[config.mk]
export PLATFORM = sky130hd
export DESIGN_NAME = pid_controller_integral_clamp_unit
export DESIGN_NICKNAME = d
export VERILOG_FILES = /design/src/rtl/pcic_pkg.sv /design/src/rtl/pid_controller_integral_clamp_unit.sv
export VERILOG_INCLUDE_DIRS = /design/src /design/src/rtl
export SDC_FILE = /design/constraint.sdc
export NUM_CORES = 2
export LEC_CHECK = 0
export BUFFER_PORTS_ARGS = -buffer_cell sky130_fd_sc_hd__clkbuf_2
export CAP_MARGIN = 20
export CORE_UTILIZATION = 55
export CTS_BUF_LIST = sky130_fd_sc_hd__clkbuf_4 sky130_fd_sc_hd__clkbuf_8
export DETAILED_ROUTE_END_ITERATION = 6
export PLACE_DENSITY_LB_ADDON = 0.05
export SLEW_MARGIN = 10
export SYNTH_ARGS = -nofsm -noshare
export SYNTH_HDL_FRONTEND = slang
export SYNTH_SLANG_ARGS = --single-unit
[constraint.sdc]
create_clock -name clk -period 54 [get_ports clk]
set_input_delay 2.7 -clock clk [delete_from_list [all_inputs] [get_ports clk]]
set_output_delay 2.7 -clock clk [all_outputs]
set_load 0.01 [all_outputs]
[src/rtl/pid_controller_integral_clamp_unit_assert.svh]
// Assertion macros for the PID controller with integral clamp.
`ifndef PID_CONTROLLER_INTEGRAL_CLAMP_UNIT_ASSERT_SVH
`define PID_CONTROLLER_INTEGRAL_CLAMP_UNIT_ASSERT_SVH

`ifndef SYNTHESIS

`define PCIC_ASSERT_IMPL(lbl, clk_s, rstn_s, pre, post) \
  lbl: assert property (@(posedge clk_s) disable iff (!(rstn_s)) (pre) |-> (post)) \
    else $error("assertion failed");

`define PCIC_ASSERT_NEXT(lbl, clk_s, rstn_s, pre, post) \
  lbl: assert property (@(posedge clk_s) disable iff (!(rstn_s)) (pre) |=> (post)) \
    else $error("assertion failed");

`else

`define PCIC_ASSERT_IMPL(lbl, clk_s, rstn_s, pre, post)

`define PCIC_ASSERT_NEXT(lbl, clk_s, rstn_s, pre, post)

`endif

`endif

[src/rtl/pcic_pkg.sv]
// Shared widths, register indexes and constants of the PID controller.
`default_nettype none

package pcic_pkg;

  localparam int IN_W      = 16;
  localparam int ERR_W     = IN_W + 1;
  localparam int DELTA_W   = ERR_W + 1;
  localparam int GAIN_W    = 16;
  localparam int LIMIT_W   = 23;
  localparam int ACC_W     = 32;
  localparam int DRIVE_W   = 32;
  localparam int FRAC_W    = 8;
  localparam int CFG_IDX_W = 2;
  localparam int CFG_DATA_W = LIMIT_W;

  // Products and sums of the drive path.
  localparam int PD_W  = GAIN_W + DELTA_W + 2;
  localparam int I_W   = GAIN_W + 1 + ACC_W;
  localparam int SUM_W = I_W + 1;
  localparam int Q_W   = SUM_W - 2 * FRAC_W;

  // Integral increment: magnitude of error * 256 divided by a constant.
  localparam int INTEGRAL_DIVISOR = 20;
  localparam int DIV_IN_W    = ERR_W + FRAC_W;
  localparam int DIV_SHIFT   = DIV_IN_W + $clog2(INTEGRAL_DIVISOR);
  localparam int DIV_MAGIC_W = DIV_IN_W + 1;
  localparam int DIV_PROD_W  = DIV_IN_W + DIV_MAGIC_W;
  localparam logic [DIV_MAGIC_W-1:0] DIV_MAGIC =
    DIV_MAGIC_W'(((64'd1 << DIV_SHIFT) + 64'(INTEGRAL_DIVISOR) - 64'd1) /
                 64'(INTEGRAL_DIVISOR));
  localparam int UPD_W = ACC_W + 1;

  localparam logic [CFG_IDX_W-1:0] REG_GAIN_P = 2'd0;
  localparam logic [CFG_IDX_W-1:0] REG_GAIN_I = 2'd1;
  localparam logic [CFG_IDX_W-1:0] REG_GAIN_D = 2'd2;
  localparam logic [CFG_IDX_W-1:0] REG_LIMIT  = 2'd3;

  localparam logic [GAIN_W-1:0]  GAIN_P_RST = 16'd256;
  localparam logic [GAIN_W-1:0]  GAIN_I_RST = 16'd0;
  localparam logic [GAIN_W-1:0]  GAIN_D_RST = 16'd0;
  localparam logic [LIMIT_W-1:0] LIMIT_RST  = 23'h7FFFFF;

  typedef logic signed [ERR_W-1:0] err_t;
  typedef logic signed [ACC_W-1:0] acc_t;

endpackage

`default_nettype wire

[src/rtl/pid_controller_integral_clamp_unit.sv]
// Top level of the positional PID controller with clamped integral.
//
// Channel | Direction | Payload (lowest bits first)
// in_     | slave     | tdata: setpoint[15:0], measured[31:16]
// out_    | master    | tdata: drive[31:0]
// cfg_    | write     | index 0 gain_p, 1 gain_i, 2 gain_d, 3 integral_limit
//
// Each transfer is captured in an input register, and its drive then lands in the output
// register; one item is taken per cycle while the output is not stalled.
// The combinational update of the error history and the integral sets that rate.
// A stalled output holds the input register, which then holds in_tready low.
// Synchronous reset clears the gains to their defaults, the history and the integral.
`default_nettype none

`include "pid_controller_integral_clamp_unit_assert.svh"

module pid_controller_integral_clamp_unit
  import pcic_pkg::*;
(
  input  wire logic                  clk,
  input  wire logic                  rst_n,
  input  wire logic                  in_tvalid,
  output logic                       in_tready,
  input  wire logic [2*IN_W-1:0]     in_tdata,   // setpoint[15:0], measured[31:16]
  output logic                       out_tvalid,
  input  wire logic                  out_tready,
  output logic [DRIVE_W-1:0]         out_tdata,  // drive[31:0]
  input  wire logic                  cfg_we,
  input  wire logic [CFG_IDX_W-1:0]  cfg_index,
  input  wire logic [CFG_DATA_W-1:0] cfg_wdata
);

  logic [GAIN_W-1:0]  gain_p_r, gain_i_r, gain_d_r;
  logic [LIMIT_W-1:0] limit_r;

  logic               s1_valid_r;
  logic signed [IN_W-1:0] setpoint_r, measured_r;
  logic               out_valid_r;
  logic [DRIVE_W-1:0] drive_r;

  err_t               prev_err_r;
  acc_t               integ_r;

  logic               adv_w;
  err_t               err_w;
  logic signed [DELTA_W-1:0] delta_w;
  logic signed [PD_W-1:0]    term_p_w, term_d_w, pd_w;
  logic signed [I_W-1:0]     term_i_w;
  logic signed [SUM_W-1:0]   sum_w;
  logic                      rnd_w;
  logic signed [Q_W-1:0]     q_w;
  logic [DRIVE_W-1:0]        drive_nxt;

  logic [ERR_W-1:0]      err_mag_w;
  logic [DIV_IN_W-1:0]   div_in_w;
  logic [DIV_PROD_W-1:0] div_prod_w;
  logic [DIV_IN_W-1:0]   quot_w;
  logic signed [UPD_W-1:0] quot_s_w, inc_w, acc_sum_w, bound_w, acc_clamp_w;
  acc_t                  integ_nxt;

  assign adv_w      = s1_valid_r && (!out_valid_r || out_tready);
  assign in_tready  = !s1_valid_r || adv_w;
  assign out_tvalid = out_valid_r;
  assign out_tdata  = drive_r;

  // Drive path.
  always_comb begin
    err_w    = ERR_W'(setpoint_r) - ERR_W'(measured_r);
    delta_w  = DELTA_W'(err_w) - DELTA_W'(prev_err_r);
    term_p_w = PD_W'($signed({1'b0, gain_p_r})) * PD_W'(err_w);
    term_d_w = PD_W'($signed({1'b0, gain_d_r})) * PD_W'(delta_w);
    pd_w     = term_p_w + term_d_w;
    term_i_w = I_W'($signed({1'b0, gain_i_r})) * I_W'(integ_r);
    sum_w    = (SUM_W'(pd_w) <<< FRAC_W) + SUM_W'(term_i_w);
    rnd_w    = sum_w[SUM_W-1] && (|sum_w[2*FRAC_W-1:0]);
    q_w      = Q_W'(sum_w >>> (2 * FRAC_W)) + $signed({{(Q_W-1){1'b0}}, rnd_w});
    if (q_w[Q_W-1:DRIVE_W-1] != {(Q_W-DRIVE_W+1){q_w[Q_W-1]}}) begin
      drive_nxt = q_w[Q_W-1] ? {1'b1, {(DRIVE_W-1){1'b0}}} : {1'b0, {(DRIVE_W-1){1'b1}}};
    end else begin
      drive_nxt = q_w[DRIVE_W-1:0];
    end
  end

  // Integral update with a reciprocal multiply for the constant division.
  always_comb begin
    err_mag_w  = err_w[ERR_W-1] ? ERR_W'(-err_w) : ERR_W'(err_w);
    div_in_w   = {err_mag_w, {FRAC_W{1'b0}}};
    div_prod_w = DIV_PROD_W'(div_in_w) * DIV_PROD_W'(DIV_MAGIC);
    quot_w     = DIV_IN_W'(div_prod_w >> DIV_SHIFT);
    quot_s_w   = $signed(UPD_W'(quot_w));
    inc_w      = err_w[ERR_W-1] ? -quot_s_w : quot_s_w;
    acc_sum_w  = UPD_W'(integ_r) + inc_w;
    bound_w    = $signed(UPD_W'({limit_r, {FRAC_W{1'b0}}}));
    if (acc_sum_w > bound_w) begin
      acc_clamp_w = bound_w;
    end else if (acc_sum_w < -bound_w) begin
      acc_clamp_w = -bound_w;
    end else begin
      acc_clamp_w = acc_sum_w;
    end
    integ_nxt = ACC_W'(acc_clamp_w);
  end

  always_ff @(posedge clk) begin
    if (!rst_n) begin
      gain_p_r    <= GAIN_P_RST;
      gain_i_r    <= GAIN_I_RST;
      gain_d_r    <= GAIN_D_RST;
      limit_r     <= LIMIT_RST;
      s1_valid_r  <= 1'b0;
      out_valid_r <= 1'b0;
      prev_err_r  <= '0;
      integ_r     <= '0;
    end else begin
      if (cfg_we) begin
        case (cfg_index)
          REG_GAIN_P: gain_p_r <= cfg_wdata[GAIN_W-1:0];
          REG_GAIN_I: gain_i_r <= cfg_wdata[GAIN_W-1:0];
          REG_GAIN_D: gain_d_r <= cfg_wdata[GAIN_W-1:0];
          REG_LIMIT:  limit_r  <= cfg_wdata[LIMIT_W-1:0];
          default: ;
        endcase
      end
      if (in_tready) begin
        s1_valid_r <= in_tvalid;
      end
      if (adv_w) begin
        out_valid_r <= 1'b1;
        prev_err_r  <= err_w;
        integ_r     <= integ_nxt;
      end else if (out_tready) begin
        out_valid_r <= 1'b0;
      end
    end
  end

  always_ff @(posedge clk) begin
    if (in_tvalid && in_tready) begin
      setpoint_r <= in_tdata[IN_W-1:0];
      measured_r <= in_tdata[2*IN_W-1:IN_W];
    end
    if (adv_w) begin
      drive_r <= drive_nxt;
    end
  end

  `PCIC_ASSERT_NEXT(a_stall_holds_state, clk, rst_n, s1_valid_r && out_valid_r && !out_tready, $stable(integ_r) && $stable(prev_err_r))
  `PCIC_ASSERT_IMPL(a_backpressure_only_when_full, clk, rst_n, !in_tready, s1_valid_r && out_valid_r)
  `PCIC_ASSERT_NEXT(a_advance_gives_result, clk, rst_n, adv_w, out_valid_r)
  `PCIC_ASSERT_NEXT(a_history_follows, clk, rst_n, adv_w, prev_err_r == $past(err_w))

endmodule

`default_nettype wire
Word-level counts from Yosys, hierarchy flattened

Index checks and enable logic that the tools add are counted.

Bits in registers: 186
Input port bits: 62
Output and inout bits: 34
Logic and storage cells: 52

Eq/ne operators: 4
Multiply operators: 4
Muxes and demuxes: 8
$lt $le $gt $ge: 2
Reduce and logical (&&, ||, !) cells: 14
Add/subtract/negate cells: 9

Operator list:

| operator                 | number |
|---|---|
| $mux W32                 | 4 |
| $add A44 B49 Y50         | 1 |
| $mul A17 B32 Y49         | 1 |
| $mul A17 B24 Y41 const B | 1 |
| $add A34 B35 Y36         | 1 |
| $mul A17 B18 Y35         | 1 |
| $add A34 B2 Y34          | 1 |
| $mul A17 B17 Y34         | 1 |
| $add A32 B33 Y33         | 1 |
| $gt A33 B32 Y1           | 1 |
| $lt A33 B33 Y1           | 1 |
| $mux W33                 | 1 |
| $neg A21 Y33             | 1 |
| $neg A31 Y33             | 1 |
| $sub A17 B17 Y18         | 1 |
| $mux W17                 | 1 |
| $neg A17 Y17             | 1 |
| $sub A16 B16 Y17         | 1 |
| $reduce_or A16 Y1        | 1 |
| $reduce_and A2 Y1        | 4 |
| $eq A2 B2 Y1 const B     | 2 |
| $logic_and A1 B1 Y1      | 3 |
| $eq A2 B1 Y1 const B     | 1 |
| $logic_not A1 Y1         | 2 |
| other kinds (5)          | 7 |

Logic depth before layout (Yosys ltp)

Word-level depth: 10
Mapped depth: 88
Mapped depth without buffers: 82

Worst setup path after synthesis

OpenSTA, ideal clock, no wires.

Path type: flip-flop to flip-flop
From: reg setpoint_r[1]
To: reg drive_r[10] (netlist: out_tdata[10]) (data pin)
Stages on the path, launching flop included: 83
Buffers on the path: 5
Period minus slack after synthesis: 18898 ps
Arrival: 18628 ps
Path slack: 35102 ps
Library setup time: 270 ps
Data required time: 53730 ps
Cells stage by stage: edfxtp_1 -> ha_1 -> nor2b_1 -> o21ai_0 -> a21boi_0 -> o21ai_0 -> a21boi_0 -> nor2_1 -> clkbuf_1 -> buf_1 -> ha_1 -> a21boi_0 -> o21ai_0 -> a21boi_0 -> o21ai_0 -> a21boi_0 -> o21ai_0 -> a21boi_0 -> [47 not listed] -> a21oi_1 -> o21a_1 -> nor2_1 -> xnor2_1 -> o41a_1 -> ha_1 -> ha_1 -> nand3b_1 -> nor2_1 -> nand3_1 -> nor4bb_1 -> and3_1 -> clkbuf_1 -> o2bb2ai_1 -> o2bb2ai_1 -> a211oi_1 -> clkbuf_1 -> o21ai_0

Word-level cells in the longest chain between the ends: 10
Elaborated cells between the ends (all ways): 12
Classes of those cells: add/sub: 5; mul: 2; eq/ne: 1; mux: 2; reduce/logical: 2

RTL lines:

| element                                         | line                                                                               | source |
|---|---|---|
| start, declared                                 | pid_controller_integral_clamp_unit.sv:37                                           | `logic signed [IN_W-1:0] setpoint_r, measured_r;` |
| start signal, assigned                          | pid_controller_integral_clamp_unit.sv:139                                          | `setpoint_r <= in_tdata[IN_W-1:0];` |
| $sub A16 B16 Y17 (*)                            | pid_controller_integral_clamp_unit.sv:68                                           | `err_w = ERR_W'(setpoint_r) - ERR_W'(measured_r);` |
| named net err_w[5]                              | pid_controller_integral_clamp_unit.sv:45                                           | `err_t err_w;` |
| $sub A17 B17 Y18                                | pid_controller_integral_clamp_unit.sv:69                                           | `delta_w = DELTA_W'(err_w) - DELTA_W'(prev_err_r);` |
| $mul A17 B18 Y35                                | pid_controller_integral_clamp_unit.sv:71                                           | `term_d_w = PD_W'($signed({1'b0, gain_d_r})) * PD_W'(delta_w);` |
| $add A34 B35 Y36 (*)                            | pid_controller_integral_clamp_unit.sv:72                                           | `pd_w = term_p_w + term_d_w;` |
| $add A44 B49 Y50 (*)                            | pid_controller_integral_clamp_unit.sv:74                                           | `sum_w = (SUM_W'(pd_w) <<< FRAC_W) + SUM_W'(term_i_w);` |
| $reduce_or A16 Y1                               | pid_controller_integral_clamp_unit.sv:75                                           | `rnd_w = sum_w[SUM_W-1] && (\|sum_w[2*FRAC_W-1:0]);` |
| $logic_and A1 B1 Y1                             | pid_controller_integral_clamp_unit.sv:75                                           |  |
| $add A34 B2 Y34 (*)                             | pid_controller_integral_clamp_unit.sv:76                                           | `q_w = Q_W'(sum_w >>> (2 * FRAC_W)) + $signed({{(Q_W-1){1'b0}}, rnd_w});` |
| $ne A2 B2 Y1 / $mux W32 (equally long branches) | pid_controller_integral_clamp_unit.sv:77, pid_controller_integral_clamp_unit.sv:78 |  |
| $mux W32 (*)                                    | pid_controller_integral_clamp_unit.sv:77                                           | `if (q_w[Q_W-1:DRIVE_W-1] != {(Q_W-DRIVE_W+1){q_w[Q_W-1]}}) begin` |
| named net drive_nxt[10]                         | pid_controller_integral_clamp_unit.sv:52                                           | `logic [DRIVE_W-1:0] drive_nxt;` |
| end signal, assigned                            | pid_controller_integral_clamp_unit.sv:143                                          | `drive_r <= drive_nxt;` |
| end, declared                                   | pid_controller_integral_clamp_unit.sv:39                                           | `logic [DRIVE_W-1:0] drive_r;` |

The timed path passes the listed nets; every way through them passes the cells marked *.
A chain may end at the register's enable or synchronous reset.

Final worst setup path

From: reg setpoint_r[0]
To: reg drive_r[12] (netlist: out_tdata[12]) (data pin)

Word-level cells in the longest chain between the ends: 10
Elaborated cells between the ends (all ways): 12
Classes of those cells: add/sub: 5; mul: 2; eq/ne: 1; mux: 2; reduce/logical: 2

RTL lines:

| element                                         | line |
|---|---|
| $sub A16 B16 Y17 (*)                            | pid_controller_integral_clamp_unit.sv:68 |
| $sub A17 B17 Y18                                | pid_controller_integral_clamp_unit.sv:69 |
| $mul A17 B18 Y35                                | pid_controller_integral_clamp_unit.sv:71 |
| $add A34 B35 Y36 (*)                            | pid_controller_integral_clamp_unit.sv:72 |
| $add A44 B49 Y50 (*)                            | pid_controller_integral_clamp_unit.sv:74 |
| $reduce_or A16 Y1                               | pid_controller_integral_clamp_unit.sv:75 |
| $logic_and A1 B1 Y1                             | pid_controller_integral_clamp_unit.sv:75 |
| $add A34 B2 Y34 (*)                             | pid_controller_integral_clamp_unit.sv:76 |
| $ne A2 B2 Y1 / $mux W32 (equally long branches) | pid_controller_integral_clamp_unit.sv:77, pid_controller_integral_clamp_unit.sv:78 |
| $mux W32 (*)                                    | pid_controller_integral_clamp_unit.sv:77 |
| named net drive_nxt[12]                         | pid_controller_integral_clamp_unit.sv:52 |

Marked as above.

==> impl_metrics.toml <==
[cells_and_area]
nFillCells = 9869
mostFrequentLayoutCells = "inv_1, fa_1, nand2_1"
regArea_um2 = 4370
drive_gt1_share_pct = 4.03
fin_cells = 8038
utilization_pct = 58.0
syn_to_final_growth_pct = 3.90
multiInputGateArea_um2 = 48100
fin_nets = 8485
final_common_cell = "inv_1"

[hold_path]
min_path_type = "flop to flop"
whs_path_depth = 2

[timing]
finalHoldViolCount = 0
rsz0062_at_grt = "false"
hold_slack_ps = 471
fmax_ghz = 0.0449
worst_pin_slew_ps = 1110
fin_crit_sh_pct = 41.2
finClkSkew_ps = 32.6
final_max_slew_viol_count = 0
relSlewSlack_pct = 25.6
setup_violations = 0
finalCriticalPeriod_ps = 22250
setup_tns_ps = 0

[synthesis]
ys_ff_latch = 186
netlist_area_um2 = 59100
yosys_warnings = 0
synth_top_area_share_pct = 40.9
ys.flop_type = "dfxtp_1"
ys_types = 88
synth_fp_nets = 8568
async_reset_ff_share_pct = 0
yosys.area.top_type = "fa_1"
synth-seq-area-share_pct = 7.38
synth_edf_count = 64
netlist_instances = 6716
synthTopCellsByArea = "fa_1, ha_1, inv_1"
syn_avg_cell_area_um2 = 8.80

[routing]
viasPerCell = 5.51
postRouteAntennaNets = 0
drc_errors = 0
drtIter0Drc = 2662
totalWireLength_um = 159000
drt_pass1_iterations = 5
via_count = 44300
wire_per_inst_um = 19.7

[die]
dieArea_um2 = 109000
start_util_pct = 55.9
fp.dieW_um = 330
die_height_um = 330
core_area_um2 = 106000
num_rows = 119
pin_count = 96

[clocking]
clkTransAtPathRegs_ps = 120
cts_buffers = 17
cts.htree.levels = 4
cts_root_buf = "clkbuf_8"
postCtsResizedCells = 0
postCtsSetupBuffers = 0
cts.sinks = 186
cts_tree = "built"
cts_buffer_depth = 2
cts.hold.buffers_added = 0
insertion_delay_ps = 630

[critical_path]
critPathCaptureType = "flop"
rr_worst_depth = 82
path_max_fanout = 31
crit_required_ps = 54370
critPathLaunchType = "flop"
path_class = "flop to flop"
cp_common_cell = "fa_1"
slowest_delay_ps = 830
arrival_ps = 22610
rrSetupSlack_ps = 31750
critPathSlowestCell = "a2111oi_0"

[run_status]
outcome = "finished clean"

[placed_design]
place.gp.congestion = 0.935
portBuffers = 95
hpwl_um = 132000
post-place-cells = 8005

[job]
drv_cap = 0

[global_route]
grt_max_degree = 68
grt_overflow_total = 0
grtUsageTotal_pct = 30.4
antenna_found_initial = 6
first_global_vias = 45900
grt_pass1_wl_um = 255000
==> per-layer routing <==
metal / share of wire (%) / GRT usage [%]
met4: 3.3 / 9.55
met1: 44 / 42.0
met2: 48 / 50.1
met3: 5.5 / 3.56
met5: 0.014 / 0
==> metrics by stage <==
step | area, µm² | setup slack, ps
floorplan | 59100 | 35100
finish | 61400 | 31750
detailed placement | 61000 | 31980
CTS | 61400 | 31930
global placement | 61000 | 32030
global route | 61400 | 29910
==> layout make-up <==
type	count	share of cell area, %
timing repair buffer	168	1.68
sequential	186	7.12
multi-input combinational	4730	78.3
tap	1391	2.83
clock inverter	15	0.356
antenna	1	0.00407
inverter	1530	9.35
clock buffer	17	0.381
==> cells by family (layout without fill, tap and decap cells) <==
family          after synthesis  after routing  share of synthesized area [%]
xor+xnor                    214            214                           3.21
compound gates              732            732                           8.26
flops                       186            186                           7.38
other cells                   0              1                              0
fa+ha+maj                  1790           1790                           53.2
mux                          14             14                          0.250
buf+inv                    1800           1730                           11.4
simple gates               1980           1980                           16.3
==> sequential cells by signal, summed over array words and instances (netlist names), 16 cells and up <==
signal / flops
prev_err_r: 17
gain_d_r: 16
integ_r: 32
gain_p_r: 16
gain_i_r: 16
out_tdata: 32
setpoint_r: 16
limit_r: 23
measured_r: 16
==> synthesized netlist by cell type (all sizes together) (9+ instances only) <==
cell    count
nand2     901
dfxtp     122
a31oi      16
nor3       56
buf        19
nor3b       9
inv      1529
nand2b     48
nor2      187
nor4       18
xor2       73
edfxtp     64
a21boi     83
nor2b      76
a21o       74
nand4      33
or3        23
clkbuf    251
a41oi      17
o21a       30
o21ai     167
o21bai     15
and2      467
xnor2     141
or2        14
nand3      80
o211ai     36
a21oi     147
a211oi     22
o31ai      43
ha        583
fa       1207
and3       31
==> worst max-delay path: cells and delay by family, from the launching register on <==
kind | cells | cell delay [ps]
DFF | 1 | 370
and+or+nand+nor | 12 | 3100
adders and majority gates | 20 | 8590
xor gates and xnor gates | 3 | 810
buffers and inverters | 14 | 1380
AOI/OAI and AO/OA | 33 | 7680
==> worst paths after layout <==
| path | end | startpoint |
|---|---|---|
| worst max-delay path | out_tdata[12] | setpoint_r[0] |
| worst min-delay path | prev_err_r[15] | prev_err_r[15] |
| worst max register to register | out_tdata[12] | setpoint_r[0] |
| worst min register to register | prev_err_r[15] | prev_err_r[15] |
Power is not shown: default switching activity piles up to over one toggle a cycle in this logic, so the estimate is an artifact.
